===== config.mk =====
export PLATFORM = sky130hd
export DESIGN_NAME = intel_hex_record_decoder_unit_flat
export DESIGN_NICKNAME = d
export VERILOG_FILES = /design/src/hdl/ihex_pkg.sv /design/src/hdl/ihex_if.sv /design/src/hdl/ihex_parse.sv /design/src/hdl/ihex_out_reg.sv /design/src/hdl/intel_hex_record_decoder_unit.sv /design/src/flat_wrapper.sv
export SDC_FILE = /design/constraint.sdc
export NUM_CORES = 1
export LEC_CHECK = 0
export ABC_AREA = 1
export BUFFER_PORTS_ARGS = -buffer_cell sky130_fd_sc_hd__buf_4
export CAP_MARGIN = 20
export CORE_UTILIZATION = 45
export CTS_CLUSTER_SIZE = 16
export DETAILED_ROUTE_END_ITERATION = 10
export PLACE_DENSITY = 0.76
export SETUP_SLACK_MARGIN = 0.05
export SLEW_MARGIN = 20
export SYNTH_ARGS = -nofsm -noshare
export SYNTH_HDL_FRONTEND = slang
export SYNTH_SLANG_ARGS = --single-unit
export TNS_END_PERCENT = 30

===== constraint.sdc =====
create_clock -name i_clk -period 5.8 [get_ports i_clk]
set_input_delay 0 -clock i_clk [delete_from_list [all_inputs] [get_ports i_clk]]
set_output_delay 0 -clock i_clk [all_outputs]
set_load 0.02 [all_outputs]

===== src/hdl/ihex_pkg.sv =====
// Shared types, constants and the hex digit mapping for the Intel HEX decoder.
// No dependencies; imported by every module of the block.
`default_nettype none

package ihex_pkg;

    localparam int unsigned ADDR_W  = 32;
    localparam int unsigned BYTE_W  = 8;
    localparam int unsigned POS_W   = 10;
    localparam int unsigned OFFS_W  = 16;
    localparam int unsigned INDEX_W = POS_W - 1;

    localparam logic [ADDR_W-1:0] FLASH_BASE_RESET = 32'h0806_0000;

    localparam logic [BYTE_W-1:0] CHAR_COLON = 8'h3A;
    localparam logic [BYTE_W-1:0] CHAR_A     = 8'h41;
    localparam logic [BYTE_W-1:0] CHAR_F     = 8'h46;
    localparam logic [BYTE_W-1:0] CHAR_ZERO  = 8'h30;

    // record field positions, the colon being position 0
    localparam logic [POS_W-1:0] POS_MAX      = 10'd1023;
    localparam logic [POS_W-1:0] POS_LEN_LO   = 10'd2;
    localparam logic [POS_W-1:0] POS_OFFS_HI  = 10'd3;
    localparam logic [POS_W-1:0] POS_OFFS_LO  = 10'd6;
    localparam logic [POS_W-1:0] POS_TYPE_LO  = 10'd8;
    localparam logic [POS_W-1:0] DATA_START   = 10'd9;
    localparam logic [POS_W-1:0] POS_DATA_LO  = 10'd10;

    localparam logic [BYTE_W-1:0] REC_DATA = 8'h00;
    localparam logic [BYTE_W-1:0] REC_EOF  = 8'h01;

    localparam logic KIND_DATA = 1'b0;
    localparam logic KIND_EOF  = 1'b1;

    typedef struct packed {
        logic              kind;
        logic [ADDR_W-1:0] write_address;
        logic [BYTE_W-1:0] write_byte;
    } t_result;

    // 'A'..'F' map to 10..15, anything else to (c - '0') mod 16
    function automatic logic [3:0] digit_value(input logic [BYTE_W-1:0] c);
        logic [BYTE_W-1:0] diff;
        begin
            diff = c - CHAR_ZERO;
            if (c >= CHAR_A && c <= CHAR_F) begin
                diff = c - CHAR_A + 8'd10;
            end
            digit_value = diff[3:0];
        end
    endfunction

endpackage

`default_nettype wire


===== src/hdl/ihex_if.sv =====
// Valid/ready channel interfaces for the Intel HEX decoder: characters in,
// results out, and the base address write port. Uses ihex_pkg.
`default_nettype none

interface ihex_char_if;
    import ihex_pkg::*;
    logic              valid;
    logic              ready;
    logic [BYTE_W-1:0] char_in;
    modport source (output valid, output char_in, input ready);
    modport sink   (input valid, input char_in, output ready);
endinterface

interface ihex_result_if;
    import ihex_pkg::*;
    logic              valid;
    logic              ready;
    logic              kind;
    logic [ADDR_W-1:0] write_address;
    logic [BYTE_W-1:0] write_byte;
    modport source (output valid, output kind, output write_address,
                    output write_byte, input ready);
    modport sink   (input valid, input kind, input write_address,
                    input write_byte, output ready);
endinterface

interface ihex_cfg_if;
    import ihex_pkg::*;
    logic              valid;
    logic              ready;
    logic [ADDR_W-1:0] flash_base;
    modport source (output valid, output flash_base, input ready);
    modport sink   (input valid, input flash_base, output ready);
endinterface

`default_nettype wire


===== src/hdl/ihex_parse.sv =====
// Record parser: field position tracking and decode of one character per step.
// Depends on ihex_pkg.
`default_nettype none

module ihex_parse
    import ihex_pkg::*;
(
    input  wire logic              i_clk,
    input  wire logic              i_rst_n,
    input  wire logic              i_step,
    input  wire logic [BYTE_W-1:0] i_char,
    input  wire logic [ADDR_W-1:0] i_flash_base,
    output logic                   o_res_valid,
    output t_result                o_res
);

    logic              r_in_record, n_in_record;
    logic [POS_W-1:0]  r_pos, n_pos;
    logic [BYTE_W-1:0] r_byte_count, n_byte_count;
    logic [OFFS_W-1:0] r_offset, n_offset;
    logic [BYTE_W-1:0] r_record_kind, n_record_kind;
    logic [3:0]        r_high_nibble, n_high_nibble;
    logic              r_done, n_done;

    logic [3:0]         digit;
    logic [BYTE_W-1:0]  full;
    logic [POS_W-1:0]   pos_rel;
    logic [INDEX_W-1:0] index;
    logic               bump_pos;

    assign digit   = digit_value(i_char);
    assign full    = {r_high_nibble, digit};
    assign pos_rel = r_pos - DATA_START;
    assign index   = pos_rel[POS_W-1:1];

    always_comb begin
        n_in_record   = r_in_record;
        n_pos         = r_pos;
        n_byte_count  = r_byte_count;
        n_offset      = r_offset;
        n_record_kind = r_record_kind;
        n_high_nibble = r_high_nibble;
        n_done        = r_done;
        bump_pos      = 1'b0;
        o_res_valid   = 1'b0;
        o_res         = '0;

        if (!r_done) begin
            if (i_char == CHAR_COLON) begin
                n_in_record = 1'b1;
                n_pos       = 10'd1;
            end else if (r_in_record) begin
                bump_pos = 1'b1;
                if (r_pos >= POS_OFFS_HI && r_pos <= POS_OFFS_LO) begin
                    n_offset = {r_offset[OFFS_W-5:0], digit};
                end else if (r_pos[0]) begin
                    n_high_nibble = digit;
                end else if (r_pos == POS_LEN_LO) begin
                    n_byte_count = full;
                end else if (r_pos == POS_TYPE_LO) begin
                    n_record_kind = full;
                    if (full == REC_EOF) begin
                        n_done      = 1'b1;
                        n_in_record = 1'b0;
                        bump_pos    = 1'b0;
                        o_res_valid = 1'b1;
                        o_res.kind  = KIND_EOF;
                    end else if (full != REC_DATA) begin
                        // unknown type: skip to the next colon
                        n_in_record = 1'b0;
                        bump_pos    = 1'b0;
                    end
                end else if (r_pos >= POS_DATA_LO) begin
                    if (r_record_kind == REC_DATA && {1'b0, r_byte_count} > index) begin
                        o_res_valid         = 1'b1;
                        o_res.kind          = KIND_DATA;
                        o_res.write_address = i_flash_base
                                            + {{(ADDR_W-OFFS_W){1'b0}}, r_offset}
                                            + {{(ADDR_W-INDEX_W){1'b0}}, index};
                        o_res.write_byte    = full;
                    end
                end
                if (bump_pos && r_pos < POS_MAX) begin
                    n_pos = r_pos + 10'd1;
                end
            end
        end
    end

    always_ff @(posedge i_clk) begin
        if (!i_rst_n) begin
            r_in_record   <= 1'b0;
            r_pos         <= '0;
            r_byte_count  <= '0;
            r_offset      <= '0;
            r_record_kind <= '0;
            r_high_nibble <= '0;
            r_done        <= 1'b0;
        end else if (i_step) begin
            r_in_record   <= n_in_record;
            r_pos         <= n_pos;
            r_byte_count  <= n_byte_count;
            r_offset      <= n_offset;
            r_record_kind <= n_record_kind;
            r_high_nibble <= n_high_nibble;
            r_done        <= n_done;
        end
    end

endmodule

`default_nettype wire


===== src/hdl/ihex_out_reg.sv =====
// Result register driving the output channel.
// Depends on ihex_pkg and ihex_result_if.
`default_nettype none

module ihex_out_reg
    import ihex_pkg::*;
(
    input  wire logic     i_clk,
    input  wire logic     i_rst_n,
    input  wire logic     i_load,
    input  wire logic     i_valid,
    input  wire t_result  i_res,
    output logic          o_free,
    ihex_result_if.source o_result
);

    logic    r_valid;
    t_result r_res;

    // slot can take a new result when empty or being drained this cycle
    assign o_free = !r_valid || o_result.ready;

    always_ff @(posedge i_clk) begin
        if (!i_rst_n) begin
            r_valid <= 1'b0;
        end else if (o_free) begin
            r_valid <= i_load && i_valid;
        end
    end

    always_ff @(posedge i_clk) begin
        if (o_free && i_load && i_valid) begin
            r_res <= i_res;
        end
    end

    assign o_result.valid         = r_valid;
    assign o_result.kind          = r_res.kind;
    assign o_result.write_address = r_res.write_address;
    assign o_result.write_byte    = r_res.write_byte;

endmodule

`default_nettype wire


===== src/hdl/intel_hex_record_decoder_unit.sv =====
// Top level of the Intel HEX record decoder: input register, base address
// register, parser and result register. Depends on ihex_pkg and ihex_if.
//
// Usage:
//   i_char   : one ASCII character per beat. A ':' opens a record; length,
//              offset and type follow, then data digit pairs and checksum.
//   o_result : one beat per data byte of a type 00 record (kind 0, address
//              flash_base + offset + byte index, wrapping at 2^32), and one
//              beat with kind 1 for the end-of-file record (address and byte
//              zero). Other record types, checksums and text outside a record
//              produce nothing. After end of file all input is swallowed.
//   i_cfg    : writes flash_base; always ready. Write only while idle.
// Path: a character is held in the input register, decoded by the parser
//   once the result slot is free, and its result registered for o_result.
// Throughput: one character per cycle unless o_result stalls. The input
//   register and the result register are separate stages, so a new
//   character is taken while a result waits. On a stall of o_result the held
//   character waits in the input register; i_char.ready drops once it is full.
// Reset (synchronous, active low): parser state cleared, result and input
//   registers emptied, flash_base back to 0x08060000.
`default_nettype none

module intel_hex_record_decoder_unit
    import ihex_pkg::*;
(
    input  wire logic     i_clk,
    input  wire logic     i_rst_n,
    ihex_char_if.sink     i_char,
    ihex_cfg_if.sink      i_cfg,
    ihex_result_if.source o_result
);

    logic              r_in_valid;
    logic [BYTE_W-1:0] r_char;
    logic [ADDR_W-1:0] r_flash_base;

    logic    out_free;
    logic    step;
    logic    res_valid;
    t_result res;

    // a held character is decoded once the result slot can take its output
    assign step         = r_in_valid && out_free;
    assign i_char.ready = !r_in_valid || step;
    assign i_cfg.ready  = 1'b1;

    always_ff @(posedge i_clk) begin
        if (!i_rst_n) begin
            r_in_valid <= 1'b0;
        end else if (i_char.valid && i_char.ready) begin
            r_in_valid <= 1'b1;
        end else if (step) begin
            r_in_valid <= 1'b0;
        end
    end

    always_ff @(posedge i_clk) begin
        if (i_char.valid && i_char.ready) begin
            r_char <= i_char.char_in;
        end
    end

    always_ff @(posedge i_clk) begin
        if (!i_rst_n) begin
            r_flash_base <= FLASH_BASE_RESET;
        end else if (i_cfg.valid) begin
            r_flash_base <= i_cfg.flash_base;
        end
    end

    ihex_parse u_parse (
        .i_clk        (i_clk),
        .i_rst_n      (i_rst_n),
        .i_step       (step),
        .i_char       (r_char),
        .i_flash_base (r_flash_base),
        .o_res_valid  (res_valid),
        .o_res        (res)
    );

    ihex_out_reg u_out (
        .i_clk    (i_clk),
        .i_rst_n  (i_rst_n),
        .i_load   (step),
        .i_valid  (res_valid),
        .i_res    (res),
        .o_free   (out_free),
        .o_result (o_result)
    );

endmodule

`default_nettype wire

===== src/flat_wrapper.sv =====
// flat-port wrapper written by rule: the top's interface ports become plain ports
module intel_hex_record_decoder_unit_flat import ihex_pkg::*;
  (i_clk, i_rst_n, i_char_valid, i_char_char_in, i_char_ready, i_cfg_valid, i_cfg_flash_base, i_cfg_ready, o_result_valid, o_result_kind, o_result_write_address, o_result_write_byte, o_result_ready);
  ihex_char_if i_char_i ();
  ihex_cfg_if i_cfg_i ();
  ihex_result_if o_result_i ();
  input  wire logic i_clk;
  input  wire logic i_rst_n;
  input wire logic [$bits(i_char_i.valid)-1:0] i_char_valid;
  input wire logic [$bits(i_char_i.char_in)-1:0] i_char_char_in;
  output wire logic [$bits(i_char_i.ready)-1:0] i_char_ready;
  input wire logic [$bits(i_cfg_i.valid)-1:0] i_cfg_valid;
  input wire logic [$bits(i_cfg_i.flash_base)-1:0] i_cfg_flash_base;
  output wire logic [$bits(i_cfg_i.ready)-1:0] i_cfg_ready;
  output wire logic [$bits(o_result_i.valid)-1:0] o_result_valid;
  output wire logic [$bits(o_result_i.kind)-1:0] o_result_kind;
  output wire logic [$bits(o_result_i.write_address)-1:0] o_result_write_address;
  output wire logic [$bits(o_result_i.write_byte)-1:0] o_result_write_byte;
  input wire logic [$bits(o_result_i.ready)-1:0] o_result_ready;
  assign i_char_i.valid = i_char_valid;
  assign i_char_i.char_in = i_char_char_in;
  assign i_char_ready = i_char_i.ready;
  assign i_cfg_i.valid = i_cfg_valid;
  assign i_cfg_i.flash_base = i_cfg_flash_base;
  assign i_cfg_ready = i_cfg_i.ready;
  assign o_result_valid = o_result_i.valid;
  assign o_result_kind = o_result_i.kind;
  assign o_result_write_address = o_result_i.write_address;
  assign o_result_write_byte = o_result_i.write_byte;
  assign o_result_i.ready = o_result_ready;
  intel_hex_record_decoder_unit u_core (.i_clk(i_clk), .i_rst_n(i_rst_n), .i_char(i_char_i), .i_cfg(i_cfg_i), .o_result(o_result_i));
endmodule

# After elaboration in Yosys (flattened, before gate mapping)
# Index checks and enable logic that the tools add are counted.
# W data, S select, Z words.
totals:
  register_bits: 131
  inputBits: 45
  elab_cells: 103
classes:
  add_sub_neg: 7
  magnitude_cmp: 7
  n_eq_ne: 4
  mux: 37
  bitwise: 8
  reduce_logical: 26
ops:
  columns: ["op", "n"]
  rows:
  - ["$mux W41", 1]
  - ["$mux W40", 1]
  - ["$add A32 B16 Y32", 1]
  - ["$add A32 B9 Y32", 1]
  - ["$mux W1", 31]
  - ["$mux W10", 3]
  - ["$add A10 B1 Y10 const B", 1]
  - ["$eq A10 B2 Y1 const B", 1]
  - ["$eq A10 B4 Y1 const B", 1]
  - ["$ge A10 B2 Y1 const B", 1]
  - ["$ge A10 B4 Y1 const B", 1]
  - ["$le A10 B3 Y1 const B", 1]
  - ["$lt A10 B10 Y1 const B", 1]
  - ["$sub A10 B4 Y10 const B", 1]
  - ["$gt A8 B9 Y1", 1]
  - ["$logic_and A1 B1 Y1", 9]
  - ["$reduce_or A9 Y1", 1]
  - ["$eq A8 B1 Y1 const B", 1]
  - ["$eq A8 B6 Y1 const B", 1]
  - ["$ge A8 B7 Y1 const B", 1]
  - ["$le A8 B7 Y1 const B", 1]
  - ["$logic_not A8 Y1", 1]
  - ["$not A1 Y1", 8]
  - ["$reduce_and A8 Y1", 1]
  - ["13 further kinds", 18]

# Logic depth before layout (Yosys ltp)
logic_depth:
  ltp_word: 17
  ltp_mapped: 24

# By module
# From an unflattened synthesis, not the netlist that was laid out.
hier_totals:
  cells_unflattened: 902
  hier_area_um2: 7564.8
modules_own_cells:
  columns: ["mod", "n_inst", "cells_per_inst", "area_per_inst_um2"]
  rows:
  - ["ihex_parse", 1, 697, 4862.2]
  - ["intel_hex_record_decoder_unit", 1, 157, 1420.1]
  - ["ihex_out_reg", 1, 48, 1282.5]

# Worst setup path after synthesis
# OpenSTA, ideal clock, no wires.
synth_timing:
  path_kind: "reg2reg"
  start: "register u_core.u_parse.r_pos[0]"
  end: "register u_core.u_out.r_res (netlist bit u_core.u_out.o_result.write_address[29]), data pin"
  setup_ns: 0.255
  t_arrival_ns: 3.173
  required_time_ns: 5.545
  slack_ns: 2.371
  path_stages_with_launch: 20
  period_less_slack_ns: 3.429
  path_cell_list: "dfxtp_1 inv_2 ha_1 xnor2_1 inv_1 fa_1 ha_1 inv_1 fa_1 or2_4 a21oi_4 nand2_1 nand2_1 nand2_1 nand2_2 nand2_1 nor2_1 nand2_1 o21ai_0 nor2_1"
synth_via:
  elab_chain_cells: 5
  elab_cells_between_ends: 13
  cone_classes: "add/sub: 2; order compare: 4; eq/ne: 2; bitwise: 2; reduce/logical: 3"
synth_lines:
  columns: ["element", "line", "rtl"]
  rows:
  - ["start, declared", "ihex_parse.sv:18", "logic [POS_W-1:0] r_pos, n_pos;"]
  - ["start signal, assigned", "ihex_parse.sv:101", "r_pos <= n_pos;"]
  - ["$sub A10 B4 Y10", "ihex_parse.sv:33", "assign pos_rel = r_pos - DATA_START;"]
  - ["$gt A8 B9 Y1", "ihex_parse.sv:74", "if (r_record_kind == REC_DATA && {1'b0, r_byte_count} > index) begin"]
  - ["$logic_and A1 B1 Y1", "ihex_parse.sv:74", null]
  - ["$not A1 Y1 (no line)", null, null]
  - ["$reduce_or A9 Y1 (no line)", null, null]
  - ["end signal, assigned", "ihex_out_reg.sv:33", "r_res <= i_res;"]
  - ["end, declared", "ihex_out_reg.sv:18", "t_result r_res;"]
# Several ways; a longest one is shown, not always the timed one.
# A chain may end at the register's enable or synchronous reset.

# Worst setup path in the final report
layout_timing:
  start: "register u_core.u_parse.r_pos[0]"
  end: "register u_core.u_out.r_res (netlist bit u_core.u_out.o_result.write_address[31]), data pin"
# Same word-level chain as after synthesis.

==> results.json <==
{
  "hold_start": "i_cfg_valid",
  "avgSynthCellArea_um2": 8.24,
  "synth_enable_flop_cells": 49,
  "pwr-share-seq": 0.433,
  "synthTopCellsByArea": "dfxtp_1 23%, edfxtp_1 21%, ha_1 6.9%",
  "numCtsBuffers": 17,
  "slew_headroom": 0.488,
  "route.detailed.drc": 0,
  "p_switching_uw": 521,
  "min_to": "u_core.r_flash_base[13]",
  "power_density_nw_per_um2": 253,
  "vias": 6210,
  "r2r-end": "u_core.u_out.o_result.write_address[31]",
  "critPathArrivalTime_ps": 4090,
  "fin_crit_sh": 0.675,
  "final-hold-violation-count": 0,
  "fmax_mhz": 255,
  "hold_buffers": 48,
  "hold_path.class": "input pin to flip-flop",
  "port_buffers": 87,
  "min_path_cells": 3,
  "placed_cell_area_um2": 7920,
  "area_delta_synth_final_pct": 26.3,
  "ios": 89,
  "yosys.area.top_type": "dfxtp_1",
  "syn-num-nets": 957,
  "reg2reg_slack_ps": 1880,
  "async_reset_ff_frac": 0,
  "cts.sinks": 131,
  "dieArea_um2": 16300,
  "diodes": 0,
  "tightestPinTransition_ps": 767,
  "track_usage": 0.221,
  "cts_tree": "done",
  "wl_um": 17200,
  "htreeDepth": 4,
  "combPwrFrac": 0.088,
  "crit_fanout": 8,
  "synth_cells": 864,
  "cp.required_ps": 5980,
  "tns_ps": 0,
  "rsz0062_at_grt": "false",
  "detail-route-antenna-nets": 0,
  "die_w_um": 128,
  "cts_resized": 0,
  "fillers": 1371,
  "clkPwrFrac": 0.479,
  "worstSetupPathType": "flip-flop to flip-flop",
  "p_int_uw": 1750,
  "cts_root_buffer": "clkbuf_16",
  "crit_path_start_kind": "flip-flop",
  "power.leakage_uw": 0.00404,
  "seq_area_frac_synth": 0.437,
  "wl_per_cell_um": 14.1,
  "start_util": 0.465,
  "finClkSkew_ps": 8.99,
  "grt_pass1_wl_um": 28100,
  "cap_violations": 0,
  "clk_path_buf_depth": 2,
  "final_core_util": 0.587,
  "switching_share": 0.229,
  "layout-drive-gt1-share": 0.168,
  "clkLatencyLatePin_ps": 430,
  "vdd_drop_max_mv": 0.205,
  "postCtsSetupBuffers": 0,
  "syn_area_um2": 7120,
  "min_period_ps": 3920,
  "synth_ff_type": "dfxtp_1",
  "clk_pin_slew_ps": 60,
  "gp_congestion": 0.900,
  "ys_seq_elements": 131,
  "drt_iter0_drc": 526,
  "grt-ovfl-total": 0,
  "status": "finished clean",
  "synth_top_area_share": 0.231,
  "worst-r2r-cell-count": 19,
  "rr_startpoint": "u_core.u_parse.r_pos[0]",
  "yosysUniqueCellTypes": 47,
  "row_count": 45,
  "antenna_found_initial": 0,
  "grt_pass1_vias": 5846,
  "worst_setup_path_end_kind": "flip-flop",
  "synth_warnings": 0,
  "place_hpwl_um": 11700,
  "design_area_um2": 8990,
  "firstDrtPassIters": 5,
  "core_um2": 15300,
  "grt_max_degree": 64,
  "die_y_um": 128,
  "fin_nets": 1090,
  "routed_via_density": 5.09,
  "slew_violations": 0,
  "finalSetupViolations": 0
}
[metrics by stage]
stage	hold WS [ps]	instances	total power, µW	worst slack (ps)
floorplan	98.9	864	1110	2370
global placement	179	1141	1170	2090
detailed placement	180	1141	1170	2000
CTS	0.466	1221	2280	1990
global route	41.4	1221	2350	1620
finish	15.1	1221	2270	1880
[worst max-delay path by stage]
stage	start	to	slack (ps)	cells past startpoint
floorplan	u_core.u_parse.r_pos[0]	u_core.u_out.o_result.write_address[29]	2370	19
CTS	u_core.u_parse.r_pos[0]	u_core.u_out.o_result.write_address[29]	1990	19
detailed placement	u_core.u_parse.r_pos[0]	u_core.u_out.o_result.write_address[31]	2000	19
global route	u_core.u_parse.r_pos[0]	u_core.u_out.o_result.write_address[31]	1620	19
global placement	u_core.u_parse.r_pos[0]	u_core.u_out.o_result.write_address[31]	2090	19
finish	u_core.u_parse.r_pos[0]	u_core.u_out.o_result.write_address[31]	1880	19
[critical path, stage by stage (launching register included)]
cell     delay, ps
dfxtp_1        470
inv_2          110
ha_1           240
xnor2_1        250
inv_1          100
fa_1           500
ha_1           140
inv_1           50
fa_1           370
or2_4          280
a21oi_4        160
nand2_1         70
nand2_1        130
nand2_1         80
nand2_2        110
nand3_1        150
nor2_1         160
nand2_1        110
nor2_1         130
nor2_1          60
[metal layers]
metal,GRT usage,wire (µm),share of wire
met1,0.300,8120,0.47
met2,0.350,7750,0.45
met3,0.0467,1000,0.058
met4,0.0754,287,0.017
met5,0,0,0
[final cells by class]
class                   count  area, µm²  share of cell area
clock buffers              22        464              0.0516
clock inverters            10        131              0.0146
inverters                  98        370              0.0412
multi-input cells         611       3490               0.389
flip-flops and latches    131       3110               0.346
well taps                 211        264              0.0294
repair buffers            138       1160               0.129
[Yosys cell counts, types with 6 or more instances]
library cell,number
nand4_1,6
inv_2,9
nand3_1,33
a21oi_1,81
xor2_1,16
edfxtp_1,49
xnor2_1,7
inv_1,86
a211oi_1,6
fa_1,9
nor3_1,11
nor2_2,6
o21ai_0,79
nand2_1,127
ha_1,39
nand2_2,7
nor2_4,14
dfxtp_1,82
nor2_1,129
clkbuf_1,14
[power groups by stage]
stage	Sequential, µW	Clock, µW	Combinational [µW]
5_1_grt	986	1140	226
4_1_cts	983	1100	198
3_5_place_dp	1000	0	169
2_1_floorplan	997	0	117
3_3_place_gp	1000	0	168
6_report	985	1090	201
[sequential cells by signal, indices dropped and copies added, names as in the netlist, 8 cells and up]
| name | count |
|---|---|
| u_core.r_flash_base | 32 |
| u_core.u_out.o_result.write_address | 32 |
| u_core.u_parse.r_offset | 16 |
| u_core.u_parse.r_pos | 10 |
| u_core.r_char | 8 |
| u_core.u_out.o_result.write_byte | 8 |
| u_core.u_parse.r_byte_count | 8 |
| u_core.u_parse.r_record_kind | 8 |
[placed cells by master, fill, tap and decap left out, types with 17 or more instances in the layout]
master / n
clkbuf_16: 17
dlygate4sd3_1: 48
nand2_1: 127
buf_4: 90
a21oi_1: 81
ha_1: 39
nor2_1: 129
o21ai_0: 79
inv_1: 86
nand3_1: 33
edfxtp_1: 49
dfxtp_1: 82
[kinds of logic (layout without fill, tap and decap cells)]
family	Yosys count	in the layout	share of synthesized area
AO/OA/AOI/OAI	184	184	0.137
XOR/XNOR	24	24	0.0306
adder cells (fa/ha/maj)	48	48	0.0939
buffers and inverters	122	268	0.0717
other	1	1	0.000527
AND/OR/NAND/NOR	354	354	0.229
flip-flops	131	131	0.437
Power figures use the tool's default switching activity.
